## src/rtl/rvdec_pkg.sv

```systemverilog
package rvdec_pkg;

   localparam logic [6:0] OP_R     = 7'b0110011;
   localparam logic [6:0] OP_S     = 7'b0100011;
   localparam logic [6:0] OP_B     = 7'b1100011;
   localparam logic [6:0] OP_LUI   = 7'b0110111;
   localparam logic [6:0] OP_AUIPC = 7'b0010111;
   localparam logic [6:0] OP_JAL   = 7'b1101111;
   localparam logic [6:0] OP_JALR  = 7'b1100111;
   localparam logic [6:0] OP_LOAD  = 7'b0000011;
   localparam logic [6:0] OP_IALU  = 7'b0010011;
   localparam logic [6:0] OP_FENCE = 7'b0001111;
   localparam logic [6:0] OP_SYS   = 7'b1110011;
   localparam logic [6:0] F7_ALT   = 7'b0100000;
   localparam logic [6:0] F7_BASE  = 7'b0000000;

   typedef enum logic [2:0] {
      FMT_R = 3'd0,
      FMT_I = 3'd1,
      FMT_S = 3'd2,
      FMT_B = 3'd3,
      FMT_U = 3'd4,
      FMT_J = 3'd5
   } format_type;

   typedef enum logic [5:0] {
      MN_ADD    = 6'd0,  MN_SUB    = 6'd1,  MN_SLL    = 6'd2,  MN_SLT    = 6'd3,
      MN_SLTU   = 6'd4,  MN_XOR    = 6'd5,  MN_SRL    = 6'd6,  MN_SRA    = 6'd7,
      MN_OR     = 6'd8,  MN_AND    = 6'd9,
      MN_LB     = 6'd10, MN_LH     = 6'd11, MN_LW     = 6'd12, MN_LBU    = 6'd13,
      MN_LHU    = 6'd14,
      MN_SB     = 6'd15, MN_SH     = 6'd16, MN_SW     = 6'd17,
      MN_BEQ    = 6'd18, MN_BNE    = 6'd19, MN_BLT    = 6'd20, MN_BGE    = 6'd21,
      MN_BLTU   = 6'd22, MN_BGEU   = 6'd23,
      MN_LUI    = 6'd24, MN_AUIPC  = 6'd25, MN_JAL    = 6'd26, MN_JALR   = 6'd27,
      MN_ADDI   = 6'd28, MN_SLTI   = 6'd29, MN_SLTIU  = 6'd30, MN_XORI   = 6'd31,
      MN_ORI    = 6'd32, MN_ANDI   = 6'd33,
      MN_SLLI   = 6'd34, MN_SRLI   = 6'd35, MN_SRAI   = 6'd36,
      MN_FENCE  = 6'd37, MN_FENCEI = 6'd38, MN_ECALL  = 6'd39, MN_EBREAK = 6'd40,
      MN_CSRRW  = 6'd41, MN_CSRRS  = 6'd42, MN_CSRRC  = 6'd43,
      MN_CSRRWI = 6'd44, MN_CSRRSI = 6'd45, MN_CSRRCI = 6'd46
   } mnemonic_type;

   typedef struct packed {
      logic [31:0] instr_word;
      logic [31:0] instr_addr;
   } req_type;

   typedef struct packed {
      logic               valid_res;
      format_type         format;
      mnemonic_type       mnemonic;
      logic [4:0]         dest_reg;
      logic [4:0]         src1_reg;
      logic [4:0]         src2_reg;
      logic signed [31:0] immediate;
      logic [31:0]        target;
   } rsp_type;

endpackage

```

## src/rtl/rv32i_instruction_decoder.sv

```systemverilog
// RV32I instruction decoder. One item (instruction word and its address) may be
// started every cycle; busy never rises. The result appears on rsp_data with
// rsp_strobe high for one cycle, after the item has passed an input register, a
// decode register and an output register that follows the branch/jump target
// adder. Unknown encodings give an all-zero result.
module rv32i_instruction_decoder (
   input  logic              clock,
   input  logic              reset,
   input  logic              start,
   output logic              busy,
   input  rvdec_pkg::req_type req_data,
   output logic              rsp_strobe,
   output rvdec_pkg::rsp_type rsp_data
);

   // stage 1: input register
   logic               s1_valid_ff;
   rvdec_pkg::req_type s1_data_ff;

   // stage 2: decoded fields
   logic                    s2_valid_ff, s2_valid_in;
   logic                    s2_ok_ff, s2_ok_in;
   rvdec_pkg::format_type   s2_fmt_ff, s2_fmt_in;
   rvdec_pkg::mnemonic_type s2_mn_ff, s2_mn_in;
   logic [4:0]              s2_rd_ff, s2_rd_in;
   logic [4:0]              s2_rs1_ff, s2_rs1_in;
   logic [4:0]              s2_rs2_ff, s2_rs2_in;
   logic [31:0]             s2_imm_ff, s2_imm_in;
   logic                    s2_tgt_ff, s2_tgt_in;
   logic [31:0]             s2_addr_ff;

   // stage 3: output register
   logic               s3_valid_ff;
   rvdec_pkg::rsp_type s3_data_ff, s3_data_in;

   logic [31:0] w;
   logic [6:0]  op;
   logic [2:0]  f3;
   logic [6:0]  f7;
   logic [4:0]  rd, rs1, rs2;
   logic [31:0] imm_i;

   assign busy = 1'b0;

   always_ff @(posedge clock) begin
      if (reset) begin
         s1_valid_ff <= 1'b0;
         s2_valid_ff <= 1'b0;
         s3_valid_ff <= 1'b0;
      end else begin
         s1_valid_ff <= start && !busy;
         s2_valid_ff <= s2_valid_in;
         s3_valid_ff <= s2_valid_ff;
      end
      s1_data_ff <= req_data;
      s2_ok_ff   <= s2_ok_in;
      s2_fmt_ff  <= s2_fmt_in;
      s2_mn_ff   <= s2_mn_in;
      s2_rd_ff   <= s2_rd_in;
      s2_rs1_ff  <= s2_rs1_in;
      s2_rs2_ff  <= s2_rs2_in;
      s2_imm_ff  <= s2_imm_in;
      s2_tgt_ff  <= s2_tgt_in;
      s2_addr_ff <= s1_data_ff.instr_addr;
      s3_data_ff <= s3_data_in;
   end

   assign s2_valid_in = s1_valid_ff;
   assign w     = s1_data_ff.instr_word;
   assign op    = w[6:0];
   assign rd    = w[11:7];
   assign f3    = w[14:12];
   assign rs1   = w[19:15];
   assign rs2   = w[24:20];
   assign f7    = w[31:25];
   assign imm_i = {{20{w[31]}}, w[31:20]};

   always_comb begin
      s2_ok_in  = 1'b1;
      s2_fmt_in = rvdec_pkg::FMT_R;
      s2_mn_in  = rvdec_pkg::MN_ADD;
      s2_rd_in  = 5'd0;
      s2_rs1_in = 5'd0;
      s2_rs2_in = 5'd0;
      s2_imm_in = 32'd0;
      s2_tgt_in = 1'b0;
      unique case (op)
         rvdec_pkg::OP_R: begin
            s2_fmt_in = rvdec_pkg::FMT_R;
            s2_rd_in  = rd;
            s2_rs1_in = rs1;
            s2_rs2_in = rs2;
            if (f7 == rvdec_pkg::F7_BASE) begin
               unique case (f3)
                  3'd0: s2_mn_in = rvdec_pkg::MN_ADD;
                  3'd1: s2_mn_in = rvdec_pkg::MN_SLL;
                  3'd2: s2_mn_in = rvdec_pkg::MN_SLT;
                  3'd3: s2_mn_in = rvdec_pkg::MN_SLTU;
                  3'd4: s2_mn_in = rvdec_pkg::MN_XOR;
                  3'd5: s2_mn_in = rvdec_pkg::MN_SRL;
                  3'd6: s2_mn_in = rvdec_pkg::MN_OR;
                  default: s2_mn_in = rvdec_pkg::MN_AND;
               endcase
            end else if (f7 == rvdec_pkg::F7_ALT && f3 == 3'd0) begin
               s2_mn_in = rvdec_pkg::MN_SUB;
            end else if (f7 == rvdec_pkg::F7_ALT && f3 == 3'd5) begin
               s2_mn_in = rvdec_pkg::MN_SRA;
            end else begin
               s2_ok_in = 1'b0;
            end
         end
         rvdec_pkg::OP_LOAD: begin
            s2_fmt_in = rvdec_pkg::FMT_I;
            s2_rd_in  = rd;
            s2_rs1_in = rs1;
            s2_imm_in = imm_i;
            unique case (f3)
               3'd0: s2_mn_in = rvdec_pkg::MN_LB;
               3'd1: s2_mn_in = rvdec_pkg::MN_LH;
               3'd2: s2_mn_in = rvdec_pkg::MN_LW;
               3'd4: s2_mn_in = rvdec_pkg::MN_LBU;
               3'd5: s2_mn_in = rvdec_pkg::MN_LHU;
               default: s2_ok_in = 1'b0;
            endcase
         end
         rvdec_pkg::OP_S: begin
            s2_fmt_in = rvdec_pkg::FMT_S;
            s2_rs1_in = rs1;
            s2_rs2_in = rs2;
            s2_imm_in = {{20{w[31]}}, w[31:25], w[11:7]};
            unique case (f3)
               3'd0: s2_mn_in = rvdec_pkg::MN_SB;
               3'd1: s2_mn_in = rvdec_pkg::MN_SH;
               3'd2: s2_mn_in = rvdec_pkg::MN_SW;
               default: s2_ok_in = 1'b0;
            endcase
         end
         rvdec_pkg::OP_B: begin
            s2_fmt_in = rvdec_pkg::FMT_B;
            s2_rs1_in = rs1;
            s2_rs2_in = rs2;
            s2_imm_in = {{19{w[31]}}, w[31], w[7], w[30:25], w[11:8], 1'b0};
            s2_tgt_in = 1'b1;
            unique case (f3)
               3'd0: s2_mn_in = rvdec_pkg::MN_BEQ;
               3'd1: s2_mn_in = rvdec_pkg::MN_BNE;
               3'd4: s2_mn_in = rvdec_pkg::MN_BLT;
               3'd5: s2_mn_in = rvdec_pkg::MN_BGE;
               3'd6: s2_mn_in = rvdec_pkg::MN_BLTU;
               3'd7: s2_mn_in = rvdec_pkg::MN_BGEU;
               default: s2_ok_in = 1'b0;
            endcase
         end
         rvdec_pkg::OP_LUI: begin
            s2_fmt_in = rvdec_pkg::FMT_U;
            s2_rd_in  = rd;
            s2_imm_in = {{12{w[31]}}, w[31:12]};
            s2_mn_in  = rvdec_pkg::MN_LUI;
         end
         rvdec_pkg::OP_AUIPC: begin
            s2_fmt_in = rvdec_pkg::FMT_U;
            s2_rd_in  = rd;
            s2_imm_in = {{12{w[31]}}, w[31:12]};
            s2_mn_in  = rvdec_pkg::MN_AUIPC;
         end
         rvdec_pkg::OP_JAL: begin
            s2_fmt_in = rvdec_pkg::FMT_J;
            s2_rd_in  = rd;
            s2_mn_in  = rvdec_pkg::MN_JAL;
            s2_imm_in = {{11{w[31]}}, w[31], w[19:12], w[20], w[30:21], 1'b0};
            s2_tgt_in = 1'b1;
         end
         rvdec_pkg::OP_JALR: begin
            s2_fmt_in = rvdec_pkg::FMT_I;
            s2_rd_in  = rd;
            s2_rs1_in = rs1;
            s2_imm_in = imm_i;
            s2_mn_in  = rvdec_pkg::MN_JALR;
            s2_ok_in  = (f3 == 3'd0);
         end
         rvdec_pkg::OP_IALU: begin
            s2_fmt_in = rvdec_pkg::FMT_I;
            s2_rd_in  = rd;
            s2_rs1_in = rs1;
            s2_imm_in = imm_i;
            unique case (f3)
               3'd0: s2_mn_in = rvdec_pkg::MN_ADDI;
               3'd1: begin
                  s2_mn_in  = rvdec_pkg::MN_SLLI;
                  s2_imm_in = {27'd0, rs2};
                  s2_ok_in  = (f7 == rvdec_pkg::F7_BASE);
               end
               3'd2: s2_mn_in = rvdec_pkg::MN_SLTI;
               3'd3: s2_mn_in = rvdec_pkg::MN_SLTIU;
               3'd4: s2_mn_in = rvdec_pkg::MN_XORI;
               3'd5: begin
                  s2_imm_in = {27'd0, rs2};
                  if (f7 == rvdec_pkg::F7_ALT) begin
                     s2_mn_in = rvdec_pkg::MN_SRAI;
                  end else begin
                     s2_mn_in = rvdec_pkg::MN_SRLI;
                     s2_ok_in = (f7 == rvdec_pkg::F7_BASE);
                  end
               end
               3'd6: s2_mn_in = rvdec_pkg::MN_ORI;
               default: s2_mn_in = rvdec_pkg::MN_ANDI;
            endcase
         end
         rvdec_pkg::OP_FENCE: begin
            s2_fmt_in = rvdec_pkg::FMT_I;
            s2_rd_in  = rd;
            s2_rs1_in = rs1;
            s2_imm_in = {24'd0, w[27:20]};
            unique case (f3)
               3'd0: s2_mn_in = rvdec_pkg::MN_FENCE;
               3'd1: s2_mn_in = rvdec_pkg::MN_FENCEI;
               default: s2_ok_in = 1'b0;
            endcase
         end
         rvdec_pkg::OP_SYS: begin
            s2_fmt_in = rvdec_pkg::FMT_I;
            if (f3 == 3'd0) begin
               s2_imm_in = {20'd0, w[31:20]};
               s2_ok_in  = (rd == 5'd0) && (rs1 == 5'd0) && (w[31:21] == 11'd0);
               s2_mn_in  = w[20] ? rvdec_pkg::MN_EBREAK : rvdec_pkg::MN_ECALL;
            end else begin
               s2_rd_in  = rd;
               s2_rs1_in = rs1;
               s2_imm_in = {20'd0, w[31:20]};
               unique case (f3)
                  3'd1: s2_mn_in = rvdec_pkg::MN_CSRRW;
                  3'd2: s2_mn_in = rvdec_pkg::MN_CSRRS;
                  3'd3: s2_mn_in = rvdec_pkg::MN_CSRRC;
                  3'd5: s2_mn_in = rvdec_pkg::MN_CSRRWI;
                  3'd6: s2_mn_in = rvdec_pkg::MN_CSRRSI;
                  3'd7: s2_mn_in = rvdec_pkg::MN_CSRRCI;
                  default: s2_ok_in = 1'b0;
               endcase
            end
         end
         default: s2_ok_in = 1'b0;
      endcase
   end

   // stage 3: target add and clearing of unknown encodings
   always_comb begin
      s3_data_in.valid_res = s2_ok_ff;
      s3_data_in.format    = rvdec_pkg::FMT_R;
      s3_data_in.mnemonic  = rvdec_pkg::MN_ADD;
      s3_data_in.dest_reg  = 5'd0;
      s3_data_in.src1_reg  = 5'd0;
      s3_data_in.src2_reg  = 5'd0;
      s3_data_in.immediate = 32'sd0;
      s3_data_in.target    = 32'd0;
      if (s2_ok_ff) begin
         s3_data_in.format    = s2_fmt_ff;
         s3_data_in.mnemonic  = s2_mn_ff;
         s3_data_in.dest_reg  = s2_rd_ff;
         s3_data_in.src1_reg  = s2_rs1_ff;
         s3_data_in.src2_reg  = s2_rs2_ff;
         s3_data_in.immediate = $signed(s2_imm_ff);
         if (s2_tgt_ff) begin
            s3_data_in.target = s2_addr_ff + s2_imm_ff;
         end
      end
   end

   assign rsp_strobe = s3_valid_ff;
   assign rsp_data   = s3_data_ff;

`ifndef ASSERT_OFF
   a_latency: assert property (@(posedge clock) disable iff (reset)
      rsp_strobe |-> $past(start, 3))
      else $error("result without a started item");

   a_unknown_zero: assert property (@(posedge clock) disable iff (reset)
      (rsp_strobe && !rsp_data.valid_res) |->
         (rsp_data.mnemonic == rvdec_pkg::MN_ADD && rsp_data.immediate == 32'sd0
          && rsp_data.target == 32'd0 && rsp_data.format == rvdec_pkg::FMT_R))
      else $error("unknown encoding left fields set");

   a_target_fmt: assert property (@(posedge clock) disable iff (reset)
      (rsp_strobe && rsp_data.target != 32'd0) |->
         (rsp_data.format == rvdec_pkg::FMT_B || rsp_data.format == rvdec_pkg::FMT_J))
      else $error("target set outside branch or jal");
`endif

endmodule

```

## config.mk

```make
export PLATFORM = sky130hd
export DESIGN_NAME = rv32i_instruction_decoder
export DESIGN_NICKNAME = d
export VERILOG_FILES = /design/src/rtl/rvdec_pkg.sv /design/src/rtl/rv32i_instruction_decoder.sv
export SDC_FILE = /design/constraint.sdc
export NUM_CORES = 1
export LEC_CHECK = 0
export BUFFER_PORTS_ARGS = -buffer_cell sky130_fd_sc_hd__buf_2
export CAP_MARGIN = 10
export CORE_AREA = 2 2 148 150
export DETAILED_ROUTE_END_ITERATION = 7
export DIE_AREA = 0 0 150 152
export PLACE_DENSITY = 0.62
export SYNTH_ARGS = -nofsm -noshare
export SYNTH_HDL_FRONTEND = slang
export SYNTH_SLANG_ARGS = --single-unit
```

## constraint.sdc

```tcl
create_clock -name clock -period 5.05 [get_ports clock]
set_clock_uncertainty 0.1 [all_clocks]
set_input_delay 0 -clock clock [delete_from_list [all_inputs] [get_ports clock]]
set_output_delay 0 -clock clock [all_outputs]
set_load 0.02 [all_outputs]
```

* Word-level counts from Yosys, hierarchy flattened *
Index checks and enable logic that the tools add are counted.

word-level totals
  flip-flop bits (word level) = 246
  output and inout port bits = 91
  bits of input ports = 67
  logic and storage cells = 100

operators by class
  eq/ne operators = 19
  reductions and logical operators = 24
  multiplexer cells = 34
  add/subtract/negate cells = 1

operators by type and width
  kind                                                                    count
  32-bit case mux with 8 select lines                                     1
  6-bit case mux with 11 select lines                                     1
  6-bit case mux with 7 select lines                                      1
  6-bit case mux with 6 select lines                                      1
  32-bit adder                                                            1
  32-bit 2-to-1 mux                                                       1
  5-bit case mux with 6 select lines                                      1
  7-bit by 6-bit equality test with 1-bit output (second input constant)  4
  7-bit equality test (second input constant)                             4
  4-bit case mux with 7 select lines                                      1
  4-bit case mux with 5 select lines                                      1
  5-bit case mux with 2 select lines                                      2
  3-bit case mux with 5 select lines                                      1
  5-bit case mux with 3 select lines                                      1
  7-bit by 5-bit equality test with 1-bit output (second input constant)  2
  3-bit equality test (second input constant)                             4
  6-bit 2-to-1 mux                                                        2
  6-bit case mux with 2 select lines                                      1
  6-bit OR reduction                                                      2
  11-bit logical NOT                                                      1
  1-bit 2-to-1 mux                                                        11
  5-bit logical NOT                                                       2
  5-bit 2-to-1 mux                                                        2
  2-bit OR reduction                                                      5
  16 further kinds                                                        25

* Depth between registers and ports, before layout *
Gate-level depths: netlist of the first run.

  word-level depth = 6
  depth in mapped cells = 9
  gate-level depth less buffers = 9

* Least setup slack after synthesis of the first run *
OpenSTA, ideal clock, no wires.

  path type = reg2reg
  from = register s2_imm_ff[0]
  to = register s3_data_ff (netlist bit rsp_data[22])
  buffers on the path = 0
  data arrival time = 2.139 ns
  stages on the path, launching flop included = 10
  library setup time = 0.128 ns
  path slack = 2.684 ns
  clock period less this slack = 2.366 ns
  data required time = 4.822 ns
  cells stage by stage = dfxtp_1 -> ha_1 -> fa_1 -> a21oi_1 -> o211ai_2 -> a41oi_2 -> o21ai_0 -> a21oi_1 -> xor2_1 -> nor2_1

between the ends
  longest elaborated chain between the ends = 1

ends and longest elaborated chain
  item                    line                              text
  from (decl)             rv32i_instruction_decoder.sv:28   logic [31:0] s2_imm_ff, s2_imm_in;
  from (signal assigned)  rv32i_instruction_decoder.sv:62   s2_imm_ff <= s2_imm_in;
  32-bit adder            rv32i_instruction_decoder.sv:263  s3_data_in.target = s2_addr_ff + s2_imm_ff;
  to (signal assigned)    rv32i_instruction_decoder.sv:65   s3_data_ff <= s3_data_in;
  to (decl)               rv32i_instruction_decoder.sv:34   rvdec_pkg::rsp_type s3_data_ff, s3_data_in;

Every way passes these cells.
A chain may end at the register's enable or synchronous reset.

* Final worst setup path of the first run *
  from = register s2_imm_ff[0]
  to = register s3_data_ff (netlist bit rsp_data[26])

The elaborated chain is that of the path after synthesis.

==> results.py, run 1 <==
metrics = {
    "clock_network": {
        "postCtsSetupRepairBufs": 0,
        "numCtsBuffers": 24,
        "ctsHoldBuffers": 68,
        "clk_pin_slew_ns": 0.06,
        "cts_htree_levels": 1,
        "post_cts_resized": 0,
        "cts_tree": "done",
        "worstSkewPairLatency_ns": 0.52,
        "root_buffer": "clkbuf_16",
        "clkSinkCount": 224,
        "cts_buffer_depth": 3,
    },
    "min_path": {
        "whs_path_depth": 2,
        "hold_class": "input port to register",
        "hold-path-endpoint": "s1_data_ff[4]",
        "worstHoldStart": "req_data[4]",
    },
    "yosys": {
        "synth-edff-count": 0,
        "ys_ff_latch": 224,
        "postSynthAreaPerCell_um2": 10.3,
        "yosys.area.top_type": "dfxtp_1",
        "synth_top_flop_cell": "dfxtp_1",
        "netlist-cell-type-count": 75,
        "yosys_warnings": 0,
        "synth-async-reset-ratio": 0,
        "yosysSeqAreaShare": 0.554,
        "synthCells": 788,
        "synth_area_um2": 8090,
        "synth_top_area_frac": 0.554,
        "synth_fp_nets": 887,
        "synth_area_leaders": "dfxtp_1 55%, ha_1 4.8%, and2_1 4.7%",
    },
    "placement": {
        "globalplace.congestion": 0.891,
        "placed_cell_area_um2": 8990,
        "port_buffers": 156,
        "hpwl_um": 14500,
    },
    "floorplanning": {
        "die-width_um": 150,
        "fp.coreArea_um2": 21400,
        "num_io_pins": 158,
        "die_h_um": 152,
        "num_rows": 54,
        "initial_core_util": 0.379,
        "dieArea_um2": 22800,
    },
    "detailed_routing": {
        "route.detailed.drc": 0,
        "drt_iter0_markers": 445,
        "routed_via_density": 4.82,
        "num_vias": 6223,
        "wirelength_um": 20300,
        "ant_nets": 0,
        "wl_per_cell_um": 15.7,
        "first_pass_iters": 8,
    },
    "grt": {
        "grt_max_degree": 52,
        "antenna_found_initial": 0,
        "gr-total-overflow": 0,
        "grt_usage": 0.174,
        "grt_first_pass_wirelength_um": 31600,
        "grt_pass1_vias": 5850,
    },
    "power": {
        "power_frac_comb": 0.059,
        "switching_share": 0.213,
        "switching_power_mw": 0.844,
        "p_seq_frac": 0.471,
        "peakVddDrop_uv": 204,
        "p_int_mw": 3.12,
        "p_per_area_nw_per_um2": 376,
        "p_leak_nw": 4.81,
        "power_frac_clock": 0.470,
    },
    "critical_path": {
        "r2r_slack_ns": 2.39,
        "crit_family": "compound AO/OA/AOI/OAI gates",
        "critPathKind": "register to register",
        "end_kind": "register",
        "crit_slowest_cell": "fa_1",
        "path_cells": "ha_1 > fa_1 > a21oi_1 > o211ai_2 > a41oi_2 > o21ai_0 > a21oi_1 > xor2_1 > nor2_1",
        "worstPathRequired_ns": 5.34,
        "cp.arrival_ns": 2.95,
        "cp.buffers_inverters": 0,
        "start_kind": "register",
        "r2r_cells": 9,
        "r2r-end": "rsp_data[26]",
        "rr_startpoint": "s2_imm_ff[0]",
        "critPathMostFrequentCell": "a21oi_1",
        "cp_max_fo": 5,
        "crit_path_max_incr_delay_ns": 0.41,
    },
    "run_status": {
        "status": "complete, no violations",
    },
    "layout": {
        "nets": 1093,
        "antennaDiodeCount": 0,
        "drive_above_1_share": 0.222,
        "final_area_um2": 10500,
        "mostFrequentLayoutCells": "224 x dfxtp_1, 156 x buf_2, 68 x dlygate4sd3_1",
        "area_growth_pct": 30.2,
        "final_common_cell": "dfxtp_1",
    },
    "timing": {
        "grt_setup_unrepaired": "no",
        "period_needed_ns": 2.66,
        "worst_pin_slew_ns": 1.02,
        "slew_violations": 0,
        "fin_crit_sh": 0.526,
        "setup_violations": 0,
        "fmax_mhz": 377,
        "max_slew_margin": 0.317,
        "setup_tns_ns": 0,
        "finalHoldViolations": 0,
    },
    "flow_run": {
        "drv_cap": 0,
    },
}
[area by class of cell]
cell class | instances | area, µm²
clock inverter | 8 | 159
tap | 280 | 350
timing repair buffer | 228 | 1490
inverter | 16 | 60.1
clock buffer | 34 | 708
fill | 1970 | 10800
sequential | 224 | 4480
multi-input combinational | 500 | 3290
[power groups by stage]
stage / combinational, mW / sequential [mW] / clock (mW)
6_report: 0.233 / 1.86 / 1.86
4_1_cts: 0.231 / 1.86 / 1.91
3_3_place_gp: 0.191 / 1.90 / 0
3_5_place_dp: 0.190 / 1.90 / 0
2_1_floorplan: 0.143 / 1.88 / 0
5_1_grt: 0.258 / 1.87 / 1.98
[per-stage QoR]
step	total power [mW]	setup slack (ns)	utilization	cells	hold slack [ns]
final	3.96	2.39	0.494	1290	0.0225
after global routing	4.11	2.23	0.494	1290	0.0101
after CTS	4.00	2.41	0.494	1290	0.00201
after detailed placement	2.09	2.42	0.421	1180	0.00357
after global placement	2.09	2.48	0.421	1180	0.00235
after floorplan	2.02	2.68	-	788	-0.0723
[worst max-delay path by stage]
| stage | from | endpoint | slack (ns) | cells after the start |
|---|---|---|---|---|
| after detailed placement | s2_imm_ff[0] | rsp_data[22] | 2.42 | 9 |
| final | s2_imm_ff[0] | rsp_data[26] | 2.39 | 9 |
| after global placement | s2_imm_ff[0] | rsp_data[26] | 2.48 | 9 |
| after global routing | s2_imm_ff[0] | rsp_data[22] | 2.23 | 9 |
| after floorplan | s2_imm_ff[0] | rsp_data[22] | 2.68 | 9 |
| after CTS | s2_imm_ff[0] | rsp_data[26] | 2.41 | 9 |
[layer usage]
layer | track usage | up-vias | routed length (µm)
met5 | 0 | - | 0
met4 | 0.0449 | 0 | 335
met3 | 0.0297 | 25 | 1320
met2 | 0.265 | 209 | 8990
met1 | 0.255 | 2835 | 9630
li1 | - | 3154 | -
[kinds of logic (layout without fill, tap and decap cells)]
group / Yosys count / after routing / share of synthesized area
other: 1 / 1 / 0.000463
muxes: 2 / 2 / 0.00247
adders and majority gates: 32 / 32 / 0.0504
AOI/OAI and AO/OA: 178 / 178 / 0.154
DFF: 224 / 224 / 0.554
and+or+nand+nor: 259 / 259 / 0.168
xor gates and xnor gates: 28 / 28 / 0.0303
buffers and inverters: 64 / 286 / 0.0400
[worst register-to-register path, stage by stage (launching register included)]
cell and delay, ns:
dfxtp_1 0.31, ha_1 0.24, fa_1 0.41, a21oi_1 0.26, o211ai_2 0.18, a41oi_2 0.34
o21ai_0 0.24, a21oi_1 0.22, xor2_1 0.18, nor2_1 0.05
[synth_stat cells, types with 5 or more instances]
master,count
a222oi_1,5
xor2_1,17
xnor2_1,11
nand4_1,6
ha_1,31
a22o_1,6
and3_1,9
a221o_1,7
o21ai_0,34
nor2b_1,5
nand2_1,45
inv_1,14
clkbuf_1,26
and2_1,61
nor4_1,5
buf_4,15
nand3_1,14
a31oi_1,11
a21o_1,10
nor2_1,66
dfxtp_1,224
a21oi_1,52
nor3_1,13
nand2b_1,8
o21bai_1,5
or3_1,6
[sequential cells by signal, indices dropped and copies added, names as in the netlist]
signal	cells
s2_addr_ff	32
rsp_strobe	1
s2_valid_ff	1
rsp_data	78
s2_rs1_ff	5
s2_rd_ff	5
w	32
s1_data_ff	32
s2_fmt_ff	3
s2_mn_ff	6
s2_imm_ff	21
s2_rs2_ff	5
s2_tgt_ff	1
s1_valid_ff	1
s2_ok_ff	1
Power figures use the tool's default switching activity.
==> inputs of run 2 (changes only) <==
Settings changed: PLACE_DENSITY 0.62 to 0.64.
Clock period 5.05 ns to 2.3 ns, I/O delays scaled along.
==> run 2 against run 1 <==
Effect of this change:
- sequential power increased by 120%
- hold slack got worse by 0.0021 ns
- sequential cell count unchanged
- the flow now finishes with violations (setup timing)
- final area up 5.8%
- largest cell class unchanged
- maximum frequency up 15%
- first-iteration DRC count is 4.7% higher
==> results.py, run 2 (synthesized netlist as in run 1, its figures left out) <==
metrics = {
    "timing": {
        "worst_pin_slew_ns": 0.520,
        "slew_violations": 0,
        "setup_tns_ns": -0.0284,
        "fin_crit_sh": 1.01,
        "period_needed_ns": 2.32,
        "fin_ws_ns": -0.0184,
        "max_slew_margin": 0.651,
        "fmax_mhz": 431,
        "finalHoldViolations": 0,
        "setup_violations": 2,
        "worst_hold_slack_ns": 0.0204,
        "grt_setup_unrepaired": "yes",
    },
    "floorplanning": {
        "num_rows": 54,
        "die_h_um": 152,
        "initial_core_util": 0.379,
        "fp.coreArea_um2": 21400,
        "num_io_pins": 158,
        "dieArea_um2": 22800,
        "die-width_um": 150,
    },
    "layout": {
        "final_area_um2": 11200,
        "mostFrequentLayoutCells": "220 x dfxtp_1, 156 x buf_2, 66 x dlygate4sd3_1",
        "nets": 1150,
        "antennaDiodeCount": 0,
        "drive_above_1_share": 0.293,
        "final_common_cell": "dfxtp_1",
        "fillers": 1933,
        "area_growth_pct": 37.8,
        "multiInputGateArea_um2": 3430,
        "largest_reg_flops": 78,
        "layout.cells.non_filler": 1348,
        "seq_area_um2": 4490,
    },
    "placement": {
        "globalplace.congestion": 0.909,
        "hpwl_um": 15400,
        "port_buffers": 156,
        "dp.cells": 1237,
        "placed_cell_area_um2": 9450,
    },
    "critical_path": {
        "crit_slowest_cell": "fa_2",
        "end_kind": "register",
        "crit_family": "compound AO/OA/AOI/OAI gates",
        "path_cells": "ha_4 > fa_2 > a21oi_2 > o211ai_2 > a41oi_4 > nor3_1 > or3_1 > and3b_1",
        "critPathKind": "register to register",
        "start_kind": "register",
        "worstPathRequired_ns": 2.60,
        "crit_path_max_incr_delay_ns": 0.37,
        "cp.buffers_inverters": 0,
        "cp.arrival_ns": 2.62,
        "cp_max_fo": 5,
    },
    "clock_network": {
        "cts_htree_levels": 1,
        "cts_tree": "done",
        "root_buffer": "clkbuf_16",
        "numCtsBuffers": 24,
        "clkSinkCount": 224,
        "clk_pin_slew_ns": 0.06,
        "cts_buffer_depth": 3,
        "worstSkewPairLatency_ns": 0.51,
    },
    "min_path": {
        "hold_class": "input port to register",
    },
    "detailed_routing": {
        "routed_via_density": 4.83,
        "ant_nets": 0,
        "num_vias": 6514,
        "route.detailed.drc": 0,
        "drt_iter0_markers": 466,
        "wirelength_um": 21500,
        "first_pass_iters": 6,
        "wl_per_cell_um": 15.9,
    },
    "power": {
        "p_seq_frac": 0.460,
        "peakVddDrop_uv": 611,
        "p_leak_nw": 5.09,
        "power_frac_comb": 0.070,
        "switching_share": 0.214,
        "switching_power_mw": 1.89,
        "p_per_area_nw_per_um2": 794,
        "finalPower_mw": 8.86,
        "power_frac_clock": 0.470,
        "p_int_mw": 6.96,
    },
    "flow_run": {
        "drv_cap": 0,
    },
    "grt": {
        "gr-total-overflow": 0,
        "grt_pass1_vias": 6223,
        "grt_max_degree": 52,
        "grt_first_pass_wirelength_um": 33300,
        "antenna_found_initial": 0,
        "grt_usage": 0.184,
    },
    "run_status": {
        "violations": "setup timing",
        "status": "finished, violations left",
    },
}
run 2: layout make-up:
class	instances	share of cell area
inverters	16	0.00539
clock buffers	36	0.0661
repair buffers	285	0.174
flip-flops and latches	224	0.403
well taps	280	0.0314
clock inverters	7	0.0128
multi-input cells	500	0.308
run 2: per-stage QoR:
step | setup slack, ns | utilization
6_report | -0.0184 | 0.522
5_1_grt | -0.144 | 0.522
4_1_cts | -0.0642 | 0.516
3_5_place_dp | -0.134 | 0.443
3_3_place_gp | -0.0799 | 0.443
2_1_floorplan | 0.00590 | -
run 2: worst paths after layout:
path / startpoint / to / slack (ns) / cells past startpoint
worst max-delay path: s2_imm_ff[0] / rsp_data[16] / -0.02 / 8
worst min-delay path: req_data[52] / w[20] / 0.02 / 2
worst max register to register: s2_imm_ff[0] / rsp_data[16] / -0.02 / 8
worst min register to register: s1_data_ff[26] / s2_addr_ff[26] / 0.23 / 0
run 2: per-layer routing:
metal	wire length, µm	vias up	global-route usage
li1	-	3266	-
met1	10100	3022	0.259
met2	9830	195	0.293
met3	1040	31	0.0270
met4	508	0	0.0553
met5	0	-	0
run 2: power by group through the flow:
stage	Sequential, mW	Clock [mW]	Combinational, mW
6_report	4.07	4.16	0.622
5_1_grt	4.08	4.41	0.679
4_1_cts	4.07	4.26	0.597
3_5_place_dp	4.15	0	0.503
3_3_place_gp	4.15	0	0.506
2_1_floorplan	4.12	0	0.315
run 2: repair_timing:
action                                  in CTS  in global routing
hold buffers                                66                  0
resized for setup                            5                 30
hold endpoints to repair                    67                  0
pin swaps                                    5                 20
setup buffers                                1                  1
endpoints found under the setup margin      12                 20
==> inputs of run 3 (changes only) <==
Settings changed: CORE_AREA 2 2 148 150 to 3 3 149 151, DIE_AREA 0 0 150 152 to 0 0 152 154, PLACE_DENSITY 0.64 to unset, PLACE_DENSITY_LB_ADDON set to 0.3.
==> run 3 against run 2 <==
Effect of this change:
- the flow now finishes without violations
- critical path depth up 2
- combinational power grew 0.8%
- register-to-register slack better by 0.07 ns
- global-route usage shrank 0.91 points
- final area rose by 0.33%
- cell count increased by 0.22%
==> results.py, run 3 (synthesized netlist as in run 1, its figures left out) <==
metrics = {
    "floorplanning": {
        "die-width_um": 152,
        "dieArea_um2": 23400,
        "initial_core_util": 0.386,
        "num_rows": 53,
        "num_io_pins": 158,
        "fp.coreArea_um2": 21000,
        "die_h_um": 154,
    },
    "min_path": {
        "worstHoldStart": "req_data[2]",
        "hold_class": "input port to register",
        "hold-path-endpoint": "s1_data_ff[2]",
        "whs_path_depth": 2,
    },
    "timing": {
        "max_slew_margin": 0.605,
        "finalHoldViolations": 0,
        "slew_violations": 0,
        "grt_setup_unrepaired": "yes",
        "fin_crit_sh": 0.976,
        "period_needed_ns": 2.24,
        "setup_violations": 0,
        "fin_ws_ns": 0.0561,
        "setup_tns_ns": 0,
        "fmax_mhz": 446,
        "worst_pin_slew_ns": 0.592,
    },
    "power": {
        "p_per_area_nw_per_um2": 786,
        "p_leak_nw": 5.11,
        "finalPower_mw": 8.79,
        "peakVddDrop_uv": 598,
    },
    "clock_network": {
        "cts_tree": "done",
        "numCtsBuffers": 24,
        "cts_buffer_depth": 3,
        "clk_pin_slew_ns": 0.07,
        "clkSinkCount": 224,
        "cts_htree_levels": 1,
        "root_buffer": "clkbuf_16",
        "worstSkewPairLatency_ns": 0.52,
    },
    "detailed_routing": {
        "wirelength_um": 21500,
        "routed_via_density": 4.83,
        "ant_nets": 0,
        "drt_iter0_markers": 553,
        "num_vias": 6525,
        "wl_per_cell_um": 15.9,
        "first_pass_iters": 7,
        "route.detailed.drc": 0,
    },
    "flow_run": {
        "drv_cap": 0,
    },
    "critical_path": {
        "cp_max_fo": 5,
        "worstPathRequired_ns": 2.60,
        "r2r_slack_ns": 0.06,
        "cp.arrival_ns": 2.55,
        "rr_startpoint": "s2_imm_ff[0]",
        "r2r-end": "rsp_data[24]",
        "start_kind": "register",
        "critPathKind": "register to register",
        "r2r_cells": 10,
        "worstSetupStartpoint": "s2_imm_ff[0]",
        "end_kind": "register",
    },
    "layout": {
        "fillers": 1890,
        "antennaDiodeCount": 0,
        "largest_reg_flops": 78,
        "final_area_um2": 11200,
        "multiInputGateArea_um2": 3450,
        "nets": 1157,
        "seq_area_um2": 4490,
        "mostFrequentLayoutCells": "220 x dfxtp_1, 156 x buf_2, 69 x dlygate4sd3_1",
        "layout.cells.non_filler": 1351,
        "area_growth_pct": 38.2,
        "final_common_cell": "dfxtp_1",
        "drive_above_1_share": 0.299,
    },
    "run_status": {
        "status": "complete, no violations",
    },
    "grt": {
        "grt_max_degree": 52,
        "grt_usage": 0.175,
        "grt_pass1_vias": 6303,
        "antenna_found_initial": 0,
        "gr-total-overflow": 0,
        "grt_first_pass_wirelength_um": 33700,
    },
    "placement": {
        "dp.cells": 1235,
        "placed_cell_area_um2": 9440,
        "dp_slack_ns": -0.142,
        "hpwl_um": 15500,
        "globalplace.congestion": 0.907,
        "port_buffers": 156,
    },
}
[run 3: how the worst max path moves through the flow]
stage	to	cells after the start
final	rsp_data[24]	10
after global routing	rsp_data[29]	8
after CTS	rsp_data[16]	9
after detailed placement	rsp_data[26]	10
after global placement	rsp_data[24]	10
after floorplan	rsp_data[22]	9
[run 3: critical path, cell delays in order (launching register included)]
cell and delay, ns:
dfxtp_2 0.33, ha_4 0.17, fa_2 0.39, a21oi_4 0.16
o211ai_2 0.12, a41oi_2 0.20, buf_6 0.15, o31ai_2 0.09
a31oi_1 0.21, xor2_1 0.16, nor2_1 0.05
[run 3: metrics by stage]
stage                util  hold slack, ns
finish              0.534          0.0220
global route        0.534         0.00354
CTS                 0.526        0.000657
detailed placement  0.450         0.00357
global placement    0.450         0.00262
floorplan               -         -0.0723
[run 3: routing by layer]
metal / track usage / vias up / part of all wire
met1: 0.244 / 2993 / 0.47
met3: 0.0341 / 25 / 0.058
li1: - / 3280 / -
met5: 0 / - / 0
met2: 0.285 / 227 / 0.46
met4: 0.0347 / 0 / 0.016
[run 3: what timing repair did]
item	in CTS	in global routing
pin swaps	7	17
buffers inserted	1	2
endpoints found under the setup margin	10	16
endpoints found under the hold margin	67	0
resized for setup	7	34
hold buffers	69	0
[run 3: area by class of cell]
| class | count | share of cell area |
|---|---|---|
| clock inverters | 18 | 0.0228 |
| repair buffers | 292 | 0.177 |
| flip-flops and latches | 224 | 0.401 |
| well taps | 275 | 0.0308 |
| multi-input cells | 500 | 0.309 |
| clock buffers | 26 | 0.0544 |
| inverters | 16 | 0.00537 |
[run 3: power breakdown]
part / leakage (nW) / switching (mW) / internal (mW)
combinational: 2.86 / 0.308 / 0.320
clock: 0.414 / 1.58 / 2.51
sequential: 1.84 / 0.0809 / 3.99
